## src/design/rotation_matrix_to_quaternion_assert.svh

```systemverilog
// Assertion macros used by the top-level design file.
`ifndef ROTATION_MATRIX_TO_QUATERNION_ASSERT_SVH
`define ROTATION_MATRIX_TO_QUATERNION_ASSERT_SVH
`ifndef SYNTH
`define RMQ_ASSERT_IMP(lbl, clk, rst_n, ante, cons) \
    lbl: assert property (@(posedge clk) disable iff (!rst_n) (ante) |-> (cons)) \
        else $error("assertion failed");
`define RMQ_ASSERT_NXT(lbl, clk, rst_n, ante, cons) \
    lbl: assert property (@(posedge clk) disable iff (!rst_n) (ante) |=> (cons)) \
        else $error("assertion failed");
`else
`define RMQ_ASSERT_IMP(lbl, clk, rst_n, ante, cons)
`define RMQ_ASSERT_NXT(lbl, clk, rst_n, ante, cons)
`endif
`endif

```

## src/design/rmq_pkg.sv

```systemverilog
package rmq_pkg;

    localparam int FRAC_BITS = 14;
    localparam int NUM_W = 17;
    localparam int NLANE = 3;
    localparam int RAD_BITS = ((FRAC_BITS > 17) ? FRAC_BITS : 17) + 2;
    localparam int SQ_N = (RAD_BITS + FRAC_BITS + 1) / 2;
    localparam int DV_W = NUM_W + FRAC_BITS - 1;

    localparam logic [1:0] PIV_TRACE = 2'd0;
    localparam logic [1:0] PIV_X = 2'd1;
    localparam logic [1:0] PIV_Y = 2'd2;
    localparam logic [1:0] PIV_Z = 2'd3;

    typedef struct packed {
        logic [1:0] piv;
        logic flag;
        logic [2*SQ_N-1:0] rad;
        logic [SQ_N+2:0] rem;
        logic [SQ_N-1:0] root;
        logic [NLANE-1:0] neg;
        logic [NLANE-1:0][NUM_W-1:0] mag;
    } t_sq;

    typedef struct packed {
        logic [1:0] piv;
        logic flag;
        logic [SQ_N-1:0] root;
        logic [NLANE-1:0] neg;
        logic [NLANE-1:0][SQ_N:0] rem;
        logic [NLANE-1:0][DV_W-1:0] dq;
    } t_dv;

    // Returns {clipped, value}.
    function automatic logic [16:0] sat16(input logic [DV_W-1:0] mag, input logic neg);
        logic [16:0] res;
        if (neg) begin
            if (mag > DV_W'(32768)) begin
                res = {1'b1, 16'h8000};
            end else begin
                res = {1'b0, 16'(~mag[15:0] + 16'd1)};
            end
        end else begin
            if (mag > DV_W'(32767)) begin
                res = {1'b1, 16'h7fff};
            end else begin
                res = {1'b0, mag[15:0]};
            end
        end
        return res;
    endfunction

endpackage

```

## src/design/rmq_sqrt_cell.sv

```systemverilog
module rmq_sqrt_cell (
    input  logic         i_clk,
    input  logic         i_rst_n,
    input  logic         i_valid,
    output logic         o_ready,
    input  rmq_pkg::t_sq i_data,
    output logic         o_valid,
    output rmq_pkg::t_sq o_data,
    input  logic         i_ready
);

    localparam int N = rmq_pkg::SQ_N;

    logic         r_valid;
    rmq_pkg::t_sq r_data;
    rmq_pkg::t_sq n_data;

    assign o_ready = !r_valid || i_ready;
    assign o_valid = r_valid;
    assign o_data  = r_data;

    always_comb begin
        logic [N+2:0] rem;
        logic [N+2:0] trial;
        n_data = i_data;
        rem    = {i_data.rem[N:0], i_data.rad[2*N-1 -: 2]};
        trial  = {1'b0, i_data.root, 2'b01};
        n_data.rad = {i_data.rad[2*N-3:0], 2'b00};
        if (rem >= trial) begin
            n_data.rem  = rem - trial;
            n_data.root = {i_data.root[N-2:0], 1'b1};
        end else begin
            n_data.rem  = rem;
            n_data.root = {i_data.root[N-2:0], 1'b0};
        end
    end

    always_ff @(posedge i_clk) begin
        if (!i_rst_n) begin
            r_valid <= 1'b0;
        end else if (o_ready) begin
            r_valid <= i_valid;
        end
    end

    always_ff @(posedge i_clk) begin
        if (o_ready && i_valid) begin
            r_data <= n_data;
        end
    end

endmodule

```

## config.mk

```make
export PLATFORM = sky130hd
export DESIGN_NAME = rmq_sqrt_cell
export DESIGN_NICKNAME = d
export VERILOG_FILES = /design/src/design/rotation_matrix_to_quaternion_assert.svh /design/src/design/rmq_pkg.sv /design/src/design/rmq_sqrt_cell.sv
export SDC_FILE = /design/constraint.sdc
export NUM_CORES = 1
export LEC_CHECK = 0
export BUFFER_PORTS_ARGS = -buffer_cell sky130_fd_sc_hd__buf_2
export CAP_MARGIN = 20
export CORE_MARGIN = 1
export CORE_UTILIZATION = 38
export CTS_CLUSTER_DIAMETER = 30
export DETAILED_ROUTE_END_ITERATION = 7
export GPL_ROUTABILITY_DRIVEN = 0
export GPL_TIMING_DRIVEN = 0
export PLACE_DENSITY = 0.77
export SKIP_LAST_GASP = 1
export SLEW_MARGIN = 15
export SYNTH_ARGS = -nofsm -noshare
export SYNTH_HDL_FRONTEND = slang
export SYNTH_SLANG_ARGS = --single-unit
export TNS_END_PERCENT = 10
```

## constraint.sdc

```tcl
create_clock -name i_clk -period 5.4 [get_ports i_clk]
set_clock_uncertainty 0.2 [all_clocks]
set_input_delay 0.54 -clock i_clk [delete_from_list [all_inputs] [get_ports i_clk]]
set_output_delay 0.54 -clock i_clk [all_outputs]
set_load 0.02 [all_outputs]
```

==> flow_summary.toml <==
[status]
status = "complete, no violations"

[route]
wl_um = 15200
num_vias = 4203
detail_route.wl_per_cell_um = 18.3
drt_iter0_drc = 281
dr.pass1.iters = 5
vias_per_cell = 5.07
drtAntennaViolNets = 0
drcViolationCount = 0

[global_routing]
grt_max_degree = 68
grt_overflow_total = 0
grt_pass1_wl_um = 22100
grt_pass1_vias = 4085
antenna_found_initial = 2
grt_util_all_layers_pct = 20.4

[pwr]
switching_share_pct = 26.7
leakage_nw = 3.28
vdd_drop_max_v = 0.000173
internal_power_mw = 1.99
seqPwrFrac_pct = 43.8
pwr-share-comb_pct = 16.6
power_density_nw_per_um2 = 360
power.total_mw = 2.71
power.switching_mw = 0.725
clkPwrFrac_pct = 39.6

[cts]
ctsResizeCount = 0
cts_tree = "built"
cts.sinks = 127
cts.clk_slew.worst_paths_ns = 0.06
cts_buffers = 17
cts-root-buf = "clkbuf_16"
ctsHtreeMaxLevel = 4
cts_setup_buffers = 0
clockBufferDepth = 2
insertion_delay_ns = 0.41
cts_hold_buf = 0

[placement]
hpwlAfterDp_um = 11600
io_buffers = 257

[timing]
rsz0062_at_grt = "no"
timing.final.crit_period_ns = 2.92
fin_tns_setup_ns = 0
setup-violations-final = 0
hold_viol = 0
whs_ns = 0.0894
fin_crit_sh_pct = 54.1
drv_slew = 0
slew-limit-headroom_pct = 45.3
worst_slew_pin_slew_ns = 0.820
fmax_mhz = 343

[yosys]
ys_types = 53
ys_seq_area_share_pct = 70.3
synth-edff-count = 126
muxShareOfSynthArea_pct = 3.77
synthAdderAreaFrac_pct = 4.39
synth_area_um2 = 5410
ys_warn_count = 0
synth-main-ff-cell = "edfxtp_1"
synth_compound_area_share_pct = 9.87
synth_cells = 358
yosys.area_share.simple_pct = 6.40
synthXorXnorAreaFrac_pct = 1.94
ys_async_sr_fraction_pct = 0
synth_top_family_by_area = "compound AO/OA/AOI/OAI gates"
synth_seq_cells = 127
synth_area_per_cell_um2 = 15.1

[critical_path]
endpoint_kind = "register"
timing.rr.start = "o_valid$_SDFFE_PN0N_"
crit_chain = "buf_2 > inv_1 > ha_1 > buf_2 > a211oi_1 > o211ai_1 > a211oi_1 > a2111oi_0 > a211o_1 > o21ai_0"
cpMaxStageDelayCell = "a211oi_1"
cp_data_arrival_time_ns = 2.97
cp_max_fo = 7
crit_type = "in2reg"
r2r_slack_ns = 3.34
path_buf_inv = 3
cp_data_required_time_ns = 5.45
critPathMaxStageDelay_ns = 0.61
crit_family = "compound AO/OA/AOI/OAI gates"
cp-start-kind = "input pin"
cp-startpoint = "i_data[58]"

[die]
die-area_um2 = 14700
io_pins = 262
die_y_um = 121
num_rows = 43
die_width_um = 121
core_um2 = 13900
initial_core_util_pct = 39.0

[cells_and_area]
final_nets = 787
layout_commonest_cell = "buf_2"
area_growth_pct = 39.0
utilization_pct = 54.2
diodes = 0
drive_above_1_share_pct = 48.8
nFillCells = 1175
layout_common_cells = "buf_2 (264), edfxtp_1 (126), inv_1 (26)"

[run]
drv_cap = 0

[min_path]
holdCritPathClass = "in2reg"
min-delay-start = "i_data[34]"
## power by group through the flow
stage | clock network (mW) | registers (mW) | logic, mW
floorplan | 0 | 1.30 | 0.189
global placement | 0 | 1.21 | 0.431
detailed placement | 0 | 1.21 | 0.447
CTS | 1.09 | 1.19 | 0.450
global route | 1.13 | 1.19 | 0.484
finish | 1.07 | 1.19 | 0.449
## registers in the layout (all words and copies together) (netlist names)
| register | cells |
|---|---|
| o_valid | 1 |
| o_data | 126 |
## metrics by stage
| step | instance area (µm²) | worst slack [ns] | cells |
|---|---|---|---|
| after floorplan | 5420 | 0.969 | 359 |
| after global placement | 6930 | 0.127 | 796 |
| after detailed placement | 6960 | 2.07 | 797 |
| after CTS | 7520 | 2.52 | 829 |
| after global routing | 7520 | 2.39 | 829 |
| final | 7520 | 2.48 | 829 |
## worst reg2reg max path: stages (launching register included)
cell and delay [ns]:
dfxtp_1 0.31, nand2b_1 0.09, and2_4 0.70, buf_16 0.36
## per-layer routing
metal / vias to the layer above / track usage [%] / share of wire [%]
met2: 228 / 36.5 / 53
met1: 2000 / 21.6 / 35
met4: 4 / 8.95 / 2.7
met3: 45 / 6.86 / 9.6
met5: - / 0 / 0.15
li1: 1926 / - / -
## cells in the mapped netlist, types with 2 or more instances
cell / n / area (µm²)
a21o_1: 6 / 45.0
o21ai_0: 14 / 70.1
xor2_1: 4 / 35.0
mux2_1: 3 / 33.8
nand2b_1: 4 / 25.0
nor3_1: 6 / 30.0
buf_6: 2 / 22.5
mux2_4: 10 / 150
nand4_1: 5 / 31.3
a211o_1: 3 / 26.3
buf_4: 2 / 15.0
nor2_1: 17 / 63.8
nand2_1: 14 / 52.6
and2_1: 2 / 12.5
inv_1: 26 / 97.6
o2111ai_1: 2 / 17.5
or3_1: 2 / 12.5
edfxtp_1: 126 / 3780
o211ai_1: 3 / 22.5
nor2b_1: 3 / 18.8
ha_1: 19 / 238
clkbuf_1: 2 / 7.51
o21a_1: 5 / 37.5
a21oi_1: 18 / 90.1
xnor2_1: 8 / 70.1
mux2i_1: 2 / 20.0
a211oi_1: 7 / 52.6
buf_2: 7 / 35.0
o311ai_0: 2 / 17.5
nand3_1: 11 / 55.1
## worst paths after layout
path	to	cells after the start
worst max-delay path	o_data[90]$_DFFE_PP_	10
worst min-delay path	o_data[34]$_DFFE_PP_	1
worst max register to register	o_data[81]$_DFFE_PP_	3
worst min register to register	o_valid$_SDFFE_PN0N_	2
## layout make-up
cell class / count / area, µm² / share of cell area (%)
timing repair buffer: 258 / 1310 / 17.5
sequential: 127 / 3800 / 50.6
multi-input combinational: 193 / 1440 / 19.1
clock buffer: 18 / 429 / 5.70
tap: 180 / 225 / 2.99
inverter: 26 / 97.6 / 1.30
clock inverter: 14 / 136 / 1.81
buffer: 13 / 80.1 / 1.06
## logic make-up after synthesis
| family | Yosys count |
|---|---|
| other cells | 1 |
| compound gates | 75 |
| xor+xnor | 12 |
| buf+inv | 39 |
| simple gates | 70 |
| flops | 127 |
| fa+ha+maj | 19 |
| mux | 15 |
(Power assumes the default switching activity.)
