==> config.mk <==
export PLATFORM = sky130hd
export DESIGN_NAME = rmq_div_cell
export DESIGN_NICKNAME = d
export VERILOG_FILES = /design/src/design/rotation_matrix_to_quaternion_assert.svh /design/src/design/rmq_pkg.sv /design/src/design/rmq_div_cell.sv
export SDC_FILE = /design/constraint.sdc
export NUM_CORES = 1
export LEC_CHECK = 0
export BUFFER_PORTS_ARGS = -buffer_cell sky130_fd_sc_hd__buf_2
export CORE_MARGIN = 5
export CORE_UTILIZATION = 49
export CTS_CLUSTER_DIAMETER = 80
export DETAILED_ROUTE_END_ITERATION = 8
export HOLD_SLACK_MARGIN = 0.08
export PLACE_DENSITY = 0.9
export SLEW_MARGIN = 15
export SYNTH_ARGS = -nofsm -noshare
export SYNTH_HDL_FRONTEND = slang
export SYNTH_SLANG_ARGS = --single-unit
==> constraint.sdc <==
create_clock -name i_clk -period 7.75 [get_ports i_clk]
set_clock_uncertainty 0.2 [all_clocks]
set_input_delay 1.55 -clock i_clk [delete_from_list [all_inputs] [get_ports i_clk]]
set_output_delay 1.55 -clock i_clk [all_outputs]
set_load 0.005 [all_outputs]
==> src/design/rotation_matrix_to_quaternion_assert.svh <==
// Assertion macros used by the top-level design file.
`ifndef ROTATION_MATRIX_TO_QUATERNION_ASSERT_SVH
`define ROTATION_MATRIX_TO_QUATERNION_ASSERT_SVH
`ifndef SYNTH
`define RMQ_ASSERT_IMP(lbl, clk, rst_n, ante, cons) \
    lbl: assert property (@(posedge clk) disable iff (!rst_n) (ante) |-> (cons)) \
        else $error("assertion failed");
`define RMQ_ASSERT_NXT(lbl, clk, rst_n, ante, cons) \
    lbl: assert property (@(posedge clk) disable iff (!rst_n) (ante) |=> (cons)) \
        else $error("assertion failed");
`else
`define RMQ_ASSERT_IMP(lbl, clk, rst_n, ante, cons)
`define RMQ_ASSERT_NXT(lbl, clk, rst_n, ante, cons)
`endif
`endif

==> src/design/rmq_pkg.sv <==
package rmq_pkg;

    localparam int FRAC_BITS = 14;
    localparam int NUM_W = 17;
    localparam int NLANE = 3;
    localparam int RAD_BITS = ((FRAC_BITS > 17) ? FRAC_BITS : 17) + 2;
    localparam int SQ_N = (RAD_BITS + FRAC_BITS + 1) / 2;
    localparam int DV_W = NUM_W + FRAC_BITS - 1;

    localparam logic [1:0] PIV_TRACE = 2'd0;
    localparam logic [1:0] PIV_X = 2'd1;
    localparam logic [1:0] PIV_Y = 2'd2;
    localparam logic [1:0] PIV_Z = 2'd3;

    typedef struct packed {
        logic [1:0] piv;
        logic flag;
        logic [2*SQ_N-1:0] rad;
        logic [SQ_N+2:0] rem;
        logic [SQ_N-1:0] root;
        logic [NLANE-1:0] neg;
        logic [NLANE-1:0][NUM_W-1:0] mag;
    } t_sq;

    typedef struct packed {
        logic [1:0] piv;
        logic flag;
        logic [SQ_N-1:0] root;
        logic [NLANE-1:0] neg;
        logic [NLANE-1:0][SQ_N:0] rem;
        logic [NLANE-1:0][DV_W-1:0] dq;
    } t_dv;

    // Returns {clipped, value}.
    function automatic logic [16:0] sat16(input logic [DV_W-1:0] mag, input logic neg);
        logic [16:0] res;
        if (neg) begin
            if (mag > DV_W'(32768)) begin
                res = {1'b1, 16'h8000};
            end else begin
                res = {1'b0, 16'(~mag[15:0] + 16'd1)};
            end
        end else begin
            if (mag > DV_W'(32767)) begin
                res = {1'b1, 16'h7fff};
            end else begin
                res = {1'b0, mag[15:0]};
            end
        end
        return res;
    endfunction

endpackage

==> src/design/rmq_div_cell.sv <==
module rmq_div_cell (
    input  logic         i_clk,
    input  logic         i_rst_n,
    input  logic         i_valid,
    output logic         o_ready,
    input  rmq_pkg::t_dv i_data,
    output logic         o_valid,
    output rmq_pkg::t_dv o_data,
    input  logic         i_ready
);

    localparam int N = rmq_pkg::SQ_N;
    localparam int W = rmq_pkg::DV_W;

    logic         r_valid;
    rmq_pkg::t_dv r_data;
    rmq_pkg::t_dv n_data;

    assign o_ready = !r_valid || i_ready;
    assign o_valid = r_valid;
    assign o_data  = r_data;

    always_comb begin
        logic [N:0] rem;
        n_data = i_data;
        for (int l = 0; l < rmq_pkg::NLANE; l++) begin
            rem = {i_data.rem[l][N-1:0], i_data.dq[l][W-1]};
            if (rem >= {1'b0, i_data.root}) begin
                n_data.rem[l] = rem - {1'b0, i_data.root};
                n_data.dq[l]  = {i_data.dq[l][W-2:0], 1'b1};
            end else begin
                n_data.rem[l] = rem;
                n_data.dq[l]  = {i_data.dq[l][W-2:0], 1'b0};
            end
        end
    end

    always_ff @(posedge i_clk) begin
        if (!i_rst_n) begin
            r_valid <= 1'b0;
        end else if (o_ready) begin
            r_valid <= i_valid;
        end
    end

    always_ff @(posedge i_clk) begin
        if (o_ready && i_valid) begin
            r_data <= n_data;
        end
    end

endmodule

==> out/qor.tcl <==
set qor(switching_share_pct) 28.3
set qor(drv_slew) 0
set qor(wl_per_cell_um) 20.8
set qor(netlist_cell_types) 61
set qor(route.vias.total) 7052
set qor(critPathMaxFanout) 19
set qor(layout_setup_ws_ps) 3320
set qor(drv_cap) 0
set qor(power.density_nw_per_um2) 220
set qor(start_kind) {input port}
set qor(power.internal_mw) 1.75
set qor(clock.fmax_mhz) 226
set qor(synth_top_cells_by_area) {edfxtp_1 (58%), ha_1 (7.4%), mux2_2 (2.9%)}
set qor(dominant_combinational_cell_family_by_area_after_synthesis) {compound AO/OA/AOI/OAI gates}
set qor(root_buffer) {clkbuf_16}
set qor(layout.cells.non_filler) 1256
set qor(dp_slack_ps) 2900
set qor(starting_density_of_the_core_pct) 49.8
set qor(die-width_um) 143
set qor(setup_tns_final_ps) 0
set qor(report.final.setup_viol) 0
set qor(placement_rows) 48
set qor(power.combinational.fraction_pct) 20.6
set qor(grt.busiest_layer) {met2}
set qor(slew_headroom_pct) 20.2
set qor(cts-buffers-inserted) 17
set qor(buffer_ports.inserted) 336
set qor(status) {finished clean}
set qor(gp_routability_congestion) 0.907
set qor(wl_mm) 26.1
set qor(cts.hold.buffers_added) 0
set qor(drtIter0Drc) 438
set qor(grt_setup_unrepaired) {false}
set qor(synth-xor-area-share_pct) 3.05
set qor(multi_input_logic_area_um2) 3350
set qor(number_of_global_route_vias_before_repair) 7023
set qor(placed_cell_area_um2) 10500
set qor(drive_gt1_share_pct) 40.3
set qor(max-vdd-ir-drop_v) 0.000155
set qor(grt_pass1_wl_mm) 38.7
set qor(area_growth_pct) 29.1
set qor(post-route-period-util_pct) 57.1
set qor(number_of_cells_on_the_worst_reg_to_reg_path) 3
set qor(layout.nets) 1241
set qor(grt_remaining_overflow) 0
set qor(register_area_um2) 5030
set qor(critical_path_arrival_ps) 4390
set qor(synth_fa_ha_area_share_pct) 8.11
set qor(viasPerCell) 5.61
set qor(power_mw) 2.45
set qor(synth_seq_cells) 168
set qor(cts_resized) 0
set qor(synth_warnings) 0
set qor(synthesis.area_um2) 8610
set qor(final-hold-violation-count) 0
set qor(core_region_area_um2) 17300
set qor(yosys.area.top_type_share_pct) 58.2
set qor(setup_buffers_after_cts) 0
set qor(layout.cells.most_common) {buf_2}
set qor(clkPwrFrac_pct) 33.8
set qor(hold_depth) 2
set qor(dpl.cell_count) 1222
set qor(syn_nets) 899
set qor(ctsHtreeMaxLevel) 4
set qor(final_core_utilization_pct) 64.3
set qor(worst_pin_slew_ps) 1190
set qor(grt.met1_usage_pct) 28.6
set qor(hold_path_class) {flop to flop}
set qor(top_cell_type_by_total_area_after_synthesis) {edfxtp_1}
set qor(antenna_found_initial) 6
set qor(groute.usage.overall_pct) 24.8
set qor(cts.sinks) 168
set qor(cts_buffer_depth) 2
set qor(drt_drc_violations_left) 0
set qor(grt_max_degree) 92
set qor(sequential_fraction_of_design_power_pct) 45.6
set qor(cellLeakagePower_nw) 4.84
set qor(hold_ws_ps) 388
set qor(simple_logic_cell_fraction_of_the_synthesized_area_pct) 8.72
set qor(hpwl_mm) 20.7
set qor(ys.flop_type) {edfxtp_1}
set qor(detail-route-antenna-nets) 0
set qor(cts_tree) {done}
set qor(mostFrequentLayoutCells) {buf_2 (336), edfxtp_1 (167), ha_1 (51), a21oi_1 (48), nor2_1 (45)}
set qor(worstSetupPathType) {input port to flop}
set qor(cp_data_required_time_ps) 7720
set qor(async_flop_share_pct) 0
set qor(use_met3_pct) 7.02
set qor(num_io_pins) 340
set qor(synth.yosys.seq_area_share_pct) 58.5
set qor(num-fill-cells) 1363
set qor(synth_mux_area_share_pct) 4.50
set qor(netlist_instances) 674
set qor(total_switching_power_mw) 0.692
set qor(cts.reportedPaths.clkPinSlew_ps) 70
set qor(grt_util_met2_pct) 44.1
set qor(area_fraction_in_compound_gates_after_synthesis_pct) 14.5
set qor(final_period_minus_worst_setup_slack_ps) 4430
set qor(endpoint_kind) {flop}
set qor(clock_insertion_delay_worst_skew_ps) 420
set qor(postSynthAreaPerCell_um2) 12.8
set qor(finalInstanceArea_um2) 11100
set qor(floorplan.die_area_um2) 20300
set qor(die_outline_height_um) 143
set qor(synth_edf_count) 167
set qor(firstDrtPassIters) 5
==> metal layers <==
metal / routed length, um / up-vias / share of wire (%)
met4: 820 / 8 / 3.1
met3: 2600 / 58 / 10
met5: 55 / - / 0.21
met2: 13300 / 331 / 51
met1: 9360 / 3354 / 36
li1: - / 3301 / -
==> power groups by stage <==
stage          sequential (mW)  clock, mW  combinational (mW)
3_3_place_gp              1.13          0               0.488
6_report                  1.12      0.827               0.504
2_1_floorplan             1.15          0               0.289
5_1_grt                   1.12      0.888               0.552
4_1_cts                   1.12      0.842               0.505
3_5_place_dp              1.14          0               0.500
==> state kept, by name (all words and copies together) (netlist names) <==
name / flops
o_data: 167
o_valid: 1
==> kinds of logic after synthesis <==
logic type      after synthesis
compound gates              180
xor+xnor                     30
fa+ha+maj                    54
buf+inv                      56
flops                       168
mux                          33
simple gates                153
==> cells in the mapped netlist, types with 5 or more instances <==
| library cell | instances |
|---|---|
| nor4_1 | 5 |
| o211ai_1 | 7 |
| a211oi_1 | 8 |
| edfxtp_1 | 167 |
| a31o_2 | 5 |
| or3_1 | 6 |
| and3_1 | 5 |
| o31ai_1 | 6 |
| nand4_1 | 7 |
| nor3_1 | 10 |
| mux2_2 | 22 |
| o21a_1 | 11 |
| nand3_1 | 16 |
| ha_1 | 51 |
| buf_2 | 5 |
| a21oi_1 | 48 |
| nand2_1 | 31 |
| mux2_4 | 6 |
| a31oi_1 | 11 |
| xnor2_1 | 21 |
| xor2_1 | 9 |
| nor2_1 | 45 |
| o21ai_0 | 28 |
| mux2i_1 | 5 |
| nor2b_1 | 12 |
| o21bai_1 | 5 |
| clkbuf_1 | 10 |
| a21o_1 | 15 |
| a211o_1 | 5 |
| inv_1 | 39 |
==> path summary, 6_finish.rpt <==
check | startpoint | slack, ps | to
max | i_data[148] | 3320 | o_data[114]$_DFFE_PP_
min | o_valid$_SDFFE_PN0N_ | 390 | o_valid$_SDFFE_PN0N_
min reg2reg | o_valid$_SDFFE_PN0N_ | 390 | o_valid$_SDFFE_PN0N_
max reg2reg | o_valid$_SDFFE_PN0N_ | 5810 | o_data[30]$_DFFE_PP_
==> worst max-delay path, cell delays in order <==
cell      delay, ps
buf_2           100
inv_1           260
fa_1            280
a21o_1          180
a22o_1          240
o41ai_4         130
o31a_2          170
o311ai_4       1030
mux2_2          440
==> cell type report <==
type | instances | area share [%]
sequential | 168 | 45.3
multi-input combinational | 450 | 30.1
timing repair buffer | 340 | 15.4
clock buffer | 17 | 3.83
tap | 225 | 2.53
clock inverter | 15 | 1.42
inverter | 39 | 1.32
antenna | 2 | 0.0450
No activity file was read; power rests on OpenSTA's default activity.
