===== config.mk =====
export PLATFORM = sky130hd
export DESIGN_NAME = rmq_front
export DESIGN_NICKNAME = d
export VERILOG_FILES = /design/src/design/rotation_matrix_to_quaternion_assert.svh /design/src/design/rmq_pkg.sv /design/src/design/rmq_front.sv
export SDC_FILE = /design/constraint.sdc
export NUM_CORES = 1
export LEC_CHECK = 0
export BUFFER_PORTS_ARGS = -buffer_cell sky130_fd_sc_hd__buf_2
export CAP_MARGIN = 20
export CORE_MARGIN = 2
export CORE_UTILIZATION = 45
export CTS_CLUSTER_SIZE = 14
export DETAILED_ROUTE_END_ITERATION = 7
export GPL_TIMING_DRIVEN = 0
export PLACE_DENSITY_LB_ADDON = 0.1
export SYNTH_ARGS = -nofsm -noshare
export SYNTH_HDL_FRONTEND = slang
export SYNTH_SLANG_ARGS = --single-unit

===== constraint.sdc =====
create_clock -name i_clk -period 9.3 [get_ports i_clk]
set_input_delay 0.93 -clock i_clk [delete_from_list [all_inputs] [get_ports i_clk]]
set_output_delay 0.93 -clock i_clk [all_outputs]
set_load 0.02 [all_outputs]

===== src/design/rotation_matrix_to_quaternion_assert.svh =====
// Assertion macros used by the top-level design file.
`ifndef ROTATION_MATRIX_TO_QUATERNION_ASSERT_SVH
`define ROTATION_MATRIX_TO_QUATERNION_ASSERT_SVH
`ifndef SYNTH
`define RMQ_ASSERT_IMP(lbl, clk, rst_n, ante, cons) \
    lbl: assert property (@(posedge clk) disable iff (!rst_n) (ante) |-> (cons)) \
        else $error("assertion failed");
`define RMQ_ASSERT_NXT(lbl, clk, rst_n, ante, cons) \
    lbl: assert property (@(posedge clk) disable iff (!rst_n) (ante) |=> (cons)) \
        else $error("assertion failed");
`else
`define RMQ_ASSERT_IMP(lbl, clk, rst_n, ante, cons)
`define RMQ_ASSERT_NXT(lbl, clk, rst_n, ante, cons)
`endif
`endif


===== src/design/rmq_pkg.sv =====
package rmq_pkg;

    localparam int FRAC_BITS = 14;
    localparam int NUM_W = 17;
    localparam int NLANE = 3;
    localparam int RAD_BITS = ((FRAC_BITS > 17) ? FRAC_BITS : 17) + 2;
    localparam int SQ_N = (RAD_BITS + FRAC_BITS + 1) / 2;
    localparam int DV_W = NUM_W + FRAC_BITS - 1;

    localparam logic [1:0] PIV_TRACE = 2'd0;
    localparam logic [1:0] PIV_X = 2'd1;
    localparam logic [1:0] PIV_Y = 2'd2;
    localparam logic [1:0] PIV_Z = 2'd3;

    typedef struct packed {
        logic [1:0] piv;
        logic flag;
        logic [2*SQ_N-1:0] rad;
        logic [SQ_N+2:0] rem;
        logic [SQ_N-1:0] root;
        logic [NLANE-1:0] neg;
        logic [NLANE-1:0][NUM_W-1:0] mag;
    } t_sq;

    typedef struct packed {
        logic [1:0] piv;
        logic flag;
        logic [SQ_N-1:0] root;
        logic [NLANE-1:0] neg;
        logic [NLANE-1:0][SQ_N:0] rem;
        logic [NLANE-1:0][DV_W-1:0] dq;
    } t_dv;

    // Returns {clipped, value}.
    function automatic logic [16:0] sat16(input logic [DV_W-1:0] mag, input logic neg);
        logic [16:0] res;
        if (neg) begin
            if (mag > DV_W'(32768)) begin
                res = {1'b1, 16'h8000};
            end else begin
                res = {1'b0, 16'(~mag[15:0] + 16'd1)};
            end
        end else begin
            if (mag > DV_W'(32767)) begin
                res = {1'b1, 16'h7fff};
            end else begin
                res = {1'b0, mag[15:0]};
            end
        end
        return res;
    endfunction

endpackage


===== src/design/rmq_front.sv =====
module rmq_front (
    input  logic                i_clk,
    input  logic                i_rst_n,
    input  logic                i_valid,
    output logic                o_ready,
    input  logic signed [15:0]  i_m00,
    input  logic signed [15:0]  i_m01,
    input  logic signed [15:0]  i_m02,
    input  logic signed [15:0]  i_m10,
    input  logic signed [15:0]  i_m11,
    input  logic signed [15:0]  i_m12,
    input  logic signed [15:0]  i_m20,
    input  logic signed [15:0]  i_m21,
    input  logic signed [15:0]  i_m22,
    output logic                o_valid,
    output rmq_pkg::t_sq        o_data,
    input  logic                i_ready
);

    localparam int SW = rmq_pkg::RAD_BITS + 1;

    logic         r_valid;
    rmq_pkg::t_sq r_data;
    rmq_pkg::t_sq n_data;

    assign o_ready = !r_valid || i_ready;
    assign o_valid = r_valid;
    assign o_data  = r_data;

    always_comb begin
        logic signed [SW-1:0] d0, d1, d2, tr, rad, one;
        logic signed [rmq_pkg::NUM_W-1:0] n0, n1, n2;
        logic [1:0] piv;
        d0  = SW'(i_m00);
        d1  = SW'(i_m11);
        d2  = SW'(i_m22);
        one = SW'(1) <<< rmq_pkg::FRAC_BITS;
        tr  = d0 + d1 + d2;
        if (tr > 0) begin
            piv = rmq_pkg::PIV_TRACE;
            rad = tr + one;
        end else if (d2 > ((d1 > d0) ? d1 : d0)) begin
            piv = rmq_pkg::PIV_Z;
            rad = d2 - (d0 + d1) + one;
        end else if (d1 > d0) begin
            piv = rmq_pkg::PIV_Y;
            rad = d1 - (d2 + d0) + one;
        end else begin
            piv = rmq_pkg::PIV_X;
            rad = d0 - (d1 + d2) + one;
        end
        unique case (piv)
            rmq_pkg::PIV_TRACE: begin
                n0 = 17'(i_m21) - 17'(i_m12);
                n1 = 17'(i_m02) - 17'(i_m20);
                n2 = 17'(i_m10) - 17'(i_m01);
            end
            rmq_pkg::PIV_X: begin
                n0 = 17'(i_m21) - 17'(i_m12);
                n1 = 17'(i_m10) + 17'(i_m01);
                n2 = 17'(i_m20) + 17'(i_m02);
            end
            rmq_pkg::PIV_Y: begin
                n0 = 17'(i_m02) - 17'(i_m20);
                n1 = 17'(i_m21) + 17'(i_m12);
                n2 = 17'(i_m01) + 17'(i_m10);
            end
            default: begin
                n0 = 17'(i_m10) - 17'(i_m01);
                n1 = 17'(i_m02) + 17'(i_m20);
                n2 = 17'(i_m12) + 17'(i_m21);
            end
        endcase
        n_data.piv  = piv;
        n_data.flag = rad[SW-1];
        if (rad[SW-1]) begin
            rad = '0;
        end
        n_data.rad  = (2*rmq_pkg::SQ_N)'(rad[SW-2:0]) << rmq_pkg::FRAC_BITS;
        n_data.rem  = '0;
        n_data.root = '0;
        n_data.neg  = {n2[rmq_pkg::NUM_W-1], n1[rmq_pkg::NUM_W-1], n0[rmq_pkg::NUM_W-1]};
        n_data.mag[0] = n0[rmq_pkg::NUM_W-1] ? -n0 : n0;
        n_data.mag[1] = n1[rmq_pkg::NUM_W-1] ? -n1 : n1;
        n_data.mag[2] = n2[rmq_pkg::NUM_W-1] ? -n2 : n2;
    end

    always_ff @(posedge i_clk) begin
        if (!i_rst_n) begin
            r_valid <= 1'b0;
        end else if (o_ready) begin
            r_valid <= i_valid;
        end
    end

    always_ff @(posedge i_clk) begin
        if (o_ready && i_valid) begin
            r_data <= n_data;
        end
    end

endmodule


==> impl_metrics.py, run 1 <==
metrics = {
    "place": {
        "place_hpwl_um": 46100,
        "io_buffers": 225,
        "dpl_cell_area_um2": 18200,
        "routabilityCongestion": 0.984,
    },
    "global_routing": {
        "grt_max_degree": 53,
        "antenna_found_initial": 0,
        "grt_usage_pct": 27.7,
        "grt_pass1_wl_um": 81800,
        "grt_overflow": 0,
        "first_global_vias": 15000,
    },
    "worst_setup_path": {
        "cp_num_buf_inv": 4,
        "crit_arrival_ps": 9120,
        "endpoint_kind": "register",
        "worst_r2r_path_depth": 3,
        "crit_required_ps": 9450,
        "startpoint_type": "input pin",
        "crit_slowest_cell": "o21ai_1",
        "cp.depth": 35,
        "criticalPathCategory": "in -> reg",
        "crit_family": "compound AO/OA/AOI/OAI gates",
        "cp_common_cell": "a21oi_1",
        "crit_fanout": 10,
        "critPathMaxStageDelay_ps": 610,
    },
    "timing": {
        "final_hold_viol_count": 0,
        "slew_violations": 0,
        "clock_skew_ps": 21.6,
        "setup_viol": 0,
        "tightest_slew_ps": 1120,
        "slew_headroom_pct": 25.6,
        "clock.fmax_ghz": 0.111,
        "whs_ps": 548,
        "period_needed_ps": 8970,
        "fin_crit_sh_pct": 96.5,
        "rsz0062_at_grt": "false",
    },
    "route": {
        "drt_first_pass_iters": 5,
        "drt-initial-drc-count": 814,
        "wirelength_um": 54300,
        "avgRoutedWirePerCell_um": 19.9,
        "ant_nets": 0,
        "post-route-drc-count": 0,
        "dr_total_vias": 15400,
        "via_per_inst": 5.64,
    },
    "final_layout": {
        "area_delta_synth_final_pct": 14.1,
        "antennaDiodeCount": 0,
        "final_common_cell": "ha_1",
        "drive_above_1_share_pct": 17.2,
        "nets": 2725,
        "finish.utilization_pct": 52.2,
        "final_area_um2": 18600,
        "layout_common_cells": "ha_1 (264), buf_2 (243), inv_1 (224), nor2_1 (174), a21oi_1 (161)",
    },
    "floorplan": {
        "fp.dieH_um": 194,
        "dieArea_um2": 37700,
        "ios": 278,
        "die-width_um": 194,
        "initial_core_util_pct": 45.8,
        "core_um2": 35600,
        "rows": 69,
    },
    "flow_run": {
        "maxCapViolCount": 0,
    },
    "synthesis": {
        "synth_cells": 1980,
        "synth-seq-cells": 77,
        "ys.flop_type": "edfxtp_1",
        "synth_cell_types": 101,
        "syn_area_um2": 16300,
        "synth_enable_flop_cells": 76,
        "avgSynthCellArea_um2": 8.23,
        "synthTopCellsByArea": "ha_1 (20%), edfxtp_1 (14%), xnor2_1 (7.0%), fa_1 (5.3%), inv_1 (5.2%)",
        "ys_seq_area_share_pct": 14.1,
        "synth_top_area_share_pct": 20.3,
        "async_flop_share_pct": 0,
        "ys_warn_count": 0,
        "yosysTopAreaCell": "ha_1",
    },
    "power": {
        "powerDensity_nw_per_um2": 190,
        "leakage_nw": 8.85,
        "p_total_w": 0.00353,
        "ir_worst_vdd_uv": 120,
    },
    "clocking": {
        "clock_sinks": 77,
        "cts-root-buf": "clkbuf_16",
        "numCtsBuffers": 9,
        "h-tree-depth": 3,
        "cts_tree": "yes",
        "cts_buffer_depth": 2,
        "clk_pin_slew_ps": 60,
        "clk_latency_ps": 380,
    },
    "run_status": {
        "outcome": "complete, no violations",
    },
    "worst_hold_path": {
        "hp-class": "reg -> reg",
        "holdPathStages": 2,
    },
}
through the flow:
step	setup TNS (ps)	instances	worst slack, ps
after global routing	0	2734	45.7
after floorplan	0	2032	2190
final	0	2734	326
after global placement	-52110	2718	-1250
after detailed placement	-45510	2720	-1150
after CTS	0	2734	8.99
registers in the layout, indices dropped and copies added, names as in the netlist:
signal and count:
o_valid 1, o_data 76
cell families after synthesis:
group,share of synthesized area [%]
AO/OA/AOI/OAI,24.4
XOR/XNOR,9.30
adder cells (fa/ha/maj),25.6
buffers and inverters,9.59
flip-flops,14.1
multiplexers,1.80
other,0.0230
AND/OR/NAND/NOR,15.2
worst paths after layout:
path                        start                   endpoint  slack, ps
min          o_valid$_SDFFE_PN0N_       o_valid$_SDFFE_PN0N_        550
min reg2reg  o_valid$_SDFFE_PN0N_       o_valid$_SDFFE_PN0N_        550
max reg2reg  o_valid$_SDFFE_PN0N_  o_data[118]$_SDFFCE_PP0P_       7810
max                      i_m00[1]        o_data[6]$_DFFE_PP_        330
cells in the mapped netlist, types with 11 or more instances:
| cell | number |
|---|---|
| xnor2_1 | 130 |
| or3_1 | 14 |
| o21ai_0 | 58 |
| nor3_1 | 44 |
| o21bai_1 | 24 |
| a211oi_1 | 38 |
| buf_4 | 54 |
| o22ai_1 | 21 |
| nor2_1 | 174 |
| ha_1 | 264 |
| mux2i_1 | 27 |
| nand3_1 | 31 |
| clkbuf_1 | 40 |
| inv_1 | 224 |
| fa_1 | 43 |
| a31oi_1 | 24 |
| o211ai_1 | 11 |
| buf_2 | 16 |
| nand2_1 | 72 |
| nand2b_1 | 27 |
| a21oi_1 | 163 |
| and3_1 | 13 |
| or2_2 | 13 |
| xor2_1 | 43 |
| nor2b_1 | 25 |
| a21o_1 | 39 |
| a221oi_1 | 11 |
| edfxtp_1 | 76 |
| o21a_1 | 18 |
| a2111oi_0 | 11 |
| o31ai_1 | 18 |
where the power goes:
| group | switching, W | leakage [nW] | internal, W | total (W) |
|---|---|---|---|---|
| combinational | 0.00159 | 7.94 | 0.000941 | 0.00253 |
| clock | 0.000162 | 0.159 | 0.000260 | 0.000422 |
| sequential | 0.0000254 | 0.748 | 0.000558 | 0.000583 |
area by class of cell:
type | count | area (um2)
flip-flops and latches | 77 | 2300
inverters | 224 | 841
repair buffers | 227 | 1160
fillers | 3471 | 17000
well taps | 461 | 577
multi-input cells | 1610 | 12600
clock buffers | 10 | 229
clock inverters | 4 | 98.8
plain buffers | 121 | 728
per-layer routing:
metal / up-vias / GRT usage, % / routed length, um
met4: 0 / 11.6 / 2180
met1: 7357 / 33.0 / 22400
met3: 89 / 2.00 / 2250
met2: 430 / 50.9 / 27500
met5: - / 0 / 0
li1: 7541 / - / -
tightest hold or removal path, delay by kind of cell, from the launching register on:
kind            cells  cell delay (ps)
flops               1              310
compound gates      1               90
simple gates        1              100
what timing repair did:
item / CTS / global route
hold buffers: 0 / 0
setup endpoints to repair: 60 / 40
setup buffers: 0 / 0
resized for setup: 5 / 7
(Power assumes the default switching activity.)
==> inputs of run 2 (changes only) <==
Settings changed: PLACE_DENSITY set to 0.73, PLACE_DENSITY_LB_ADDON 0.1 to unset.
==> impl_metrics.py, run 2 (synthesis gave the netlist of run 1 again) <==
metrics = {
    "flow_run": {
        "maxCapViolCount": 0,
    },
    "route": {
        "dr_total_vias": 15600,
        "drt_first_pass_iters": 7,
        "drt-initial-drc-count": 944,
        "via_per_inst": 5.71,
        "wirelength_um": 53100,
        "post-route-drc-count": 0,
        "ant_nets": 0,
        "avgRoutedWirePerCell_um": 19.4,
    },
    "worst_setup_path": {
        "crit_required_ps": 9390,
        "endpoint_kind": "register",
        "reg2reg_slack_ps": 7790,
        "critical_path.endpoint": "o_data[46]$_DFFE_PP_",
        "crit_start": "i_m00[1]",
        "cp_num_buf_inv": 10,
        "criticalPathCategory": "in -> reg",
        "critPathMaxStageDelay_ps": 660,
        "crit_fanout": 10,
        "startpoint_type": "input pin",
        "r2r-end": "o_data[18]$_DFFE_PP_",
        "crit_slowest_cell": "a2111oi_0",
        "crit_family": "compound AO/OA/AOI/OAI gates",
        "cp.depth": 29,
        "crit_arrival_ps": 8900,
        "timing.rr.start": "o_valid$_SDFFE_PN0N_",
        "worst_r2r_path_depth": 3,
    },
    "global_routing": {
        "grt_max_degree": 49,
        "grt_overflow": 0,
        "grt_usage_pct": 27.4,
        "antenna_found_initial": 0,
        "grt_pass1_wl_um": 82000,
        "first_global_vias": 15300,
    },
    "run_status": {
        "outcome": "complete, no violations",
    },
    "timing": {
        "slew_headroom_pct": 22.5,
        "final_hold_viol_count": 0,
        "slew_violations": 0,
        "clock_skew_ps": 12.6,
        "rsz0062_at_grt": "false",
        "fin_crit_sh_pct": 94.6,
        "setup_viol": 0,
        "whs_ps": 550,
        "clock.fmax_ghz": 0.114,
        "tightest_slew_ps": 1130,
        "period_needed_ps": 8800,
    },
    "final_layout": {
        "drive_above_1_share_pct": 17.3,
        "largest_reg_flops": 76,
        "area_delta_synth_final_pct": 14.2,
        "nets": 2726,
        "final_area_um2": 18600,
        "antennaDiodeCount": 0,
        "final_common_cell": "ha_1",
        "layout_common_cells": "ha_1 (264), buf_2 (241), inv_1 (224), nor2_1 (174), a21oi_1 (162)",
    },
    "floorplan": {
        "die-width_um": 194,
        "fp.dieH_um": 194,
        "ios": 278,
        "core_um2": 35600,
        "dieArea_um2": 37700,
        "initial_core_util_pct": 45.8,
        "rows": 69,
    },
    "clocking": {
        "clock_sinks": 77,
        "numCtsBuffers": 9,
        "clk_latency_ps": 370,
        "cts-root-buf": "clkbuf_16",
        "clk_pin_slew_ps": 60,
        "cts_buffer_depth": 2,
        "cts_tree": "yes",
        "h-tree-depth": 3,
    },
    "place": {
        "dpl_cell_area_um2": 18200,
        "place_hpwl_um": 45300,
        "io_buffers": 225,
        "routabilityCongestion": 0.971,
    },
    "power": {
        "ir_worst_vdd_uv": 284,
        "leakage_nw": 8.86,
        "powerDensity_nw_per_um2": 190,
    },
    "worst_hold_path": {
        "hp-class": "reg -> reg",
        "holdPathStages": 2,
    },
}
[run 2: changes by cell type in the layout (fill, tap and decap cells not counted), sizes merged]
cell and delta:
inv +2, clkinv +1
[run 2: worst min path at each step]
| stage | endpoint | startpoint |
|---|---|---|
| detailed placement | o_valid$_SDFFE_PN0N_ | o_valid$_SDFFE_PN0N_ |
| finish | o_valid$_SDFFE_PN0N_ | o_valid$_SDFFE_PN0N_ |
| global placement | o_valid$_SDFFE_PN0N_ | o_valid$_SDFFE_PN0N_ |
| CTS | o_valid$_SDFFE_PN0N_ | o_valid$_SDFFE_PN0N_ |
| floorplan | o_valid$_SDFFE_PN0N_ | o_valid$_SDFFE_PN0N_ |
| global route | o_valid$_SDFFE_PN0N_ | o_valid$_SDFFE_PN0N_ |
[run 2: per-stage QoR]
stage	setup TNS, ps	std cells	power [W]	setup WS [ps]	util [%]
final	0	2737	0.00353	498	52.3
after global routing	0	2737	0.00378	116	52.3
after CTS	0	2735	0.00350	84.4	52.2
after detailed placement	-17870	2719	0.00306	-592	51.2
after global placement	-24160	2718	0.00303	-715	51.1
after floorplan	0	2032	0.00237	2190	-
[run 2: final cells by class]
type                       count  area [um2]
fill                        3477       17000
multi-input combinational   1610       12600
sequential                    77        2300
timing repair buffer         228        1170
inverter                     224         841
buffer                       121         729
tap                          461         577
clock buffer                   9         225
clock inverter                 7         121
[run 2: timing repair]
item                                    in CTS  in global routing
endpoints found under the hold margin        0                  0
gates resized for setup                      3                  8
endpoints found under the setup margin      24                 32
pin swaps                                    0                  1
buffers inserted                             0                  2
hold buffers                                 0                  0
[run 2: worst reg2reg max path, cell delays in order (launching register included)]
cell	delay, ps
dfxtp_1	310
nand2b_1	100
and2_4	440
buf_12	300
[run 2: metal layers]
metal	track usage, %	share of wire (%)
met3	2.37	5.5
met1	33.4	41
met2	49.2	49
met5	0	0
met4	12.1	4.2
[run 2: where the power goes]
part | internal (W) | total [W] | switching [W]
Sequential | 0.000559 | 0.000588 | 0.0000293
Combinational | 0.000948 | 0.00252 | 0.00158
Clock | 0.000264 | 0.000420 | 0.000156
Total | 0.00177 | 0.00353 | 0.00176
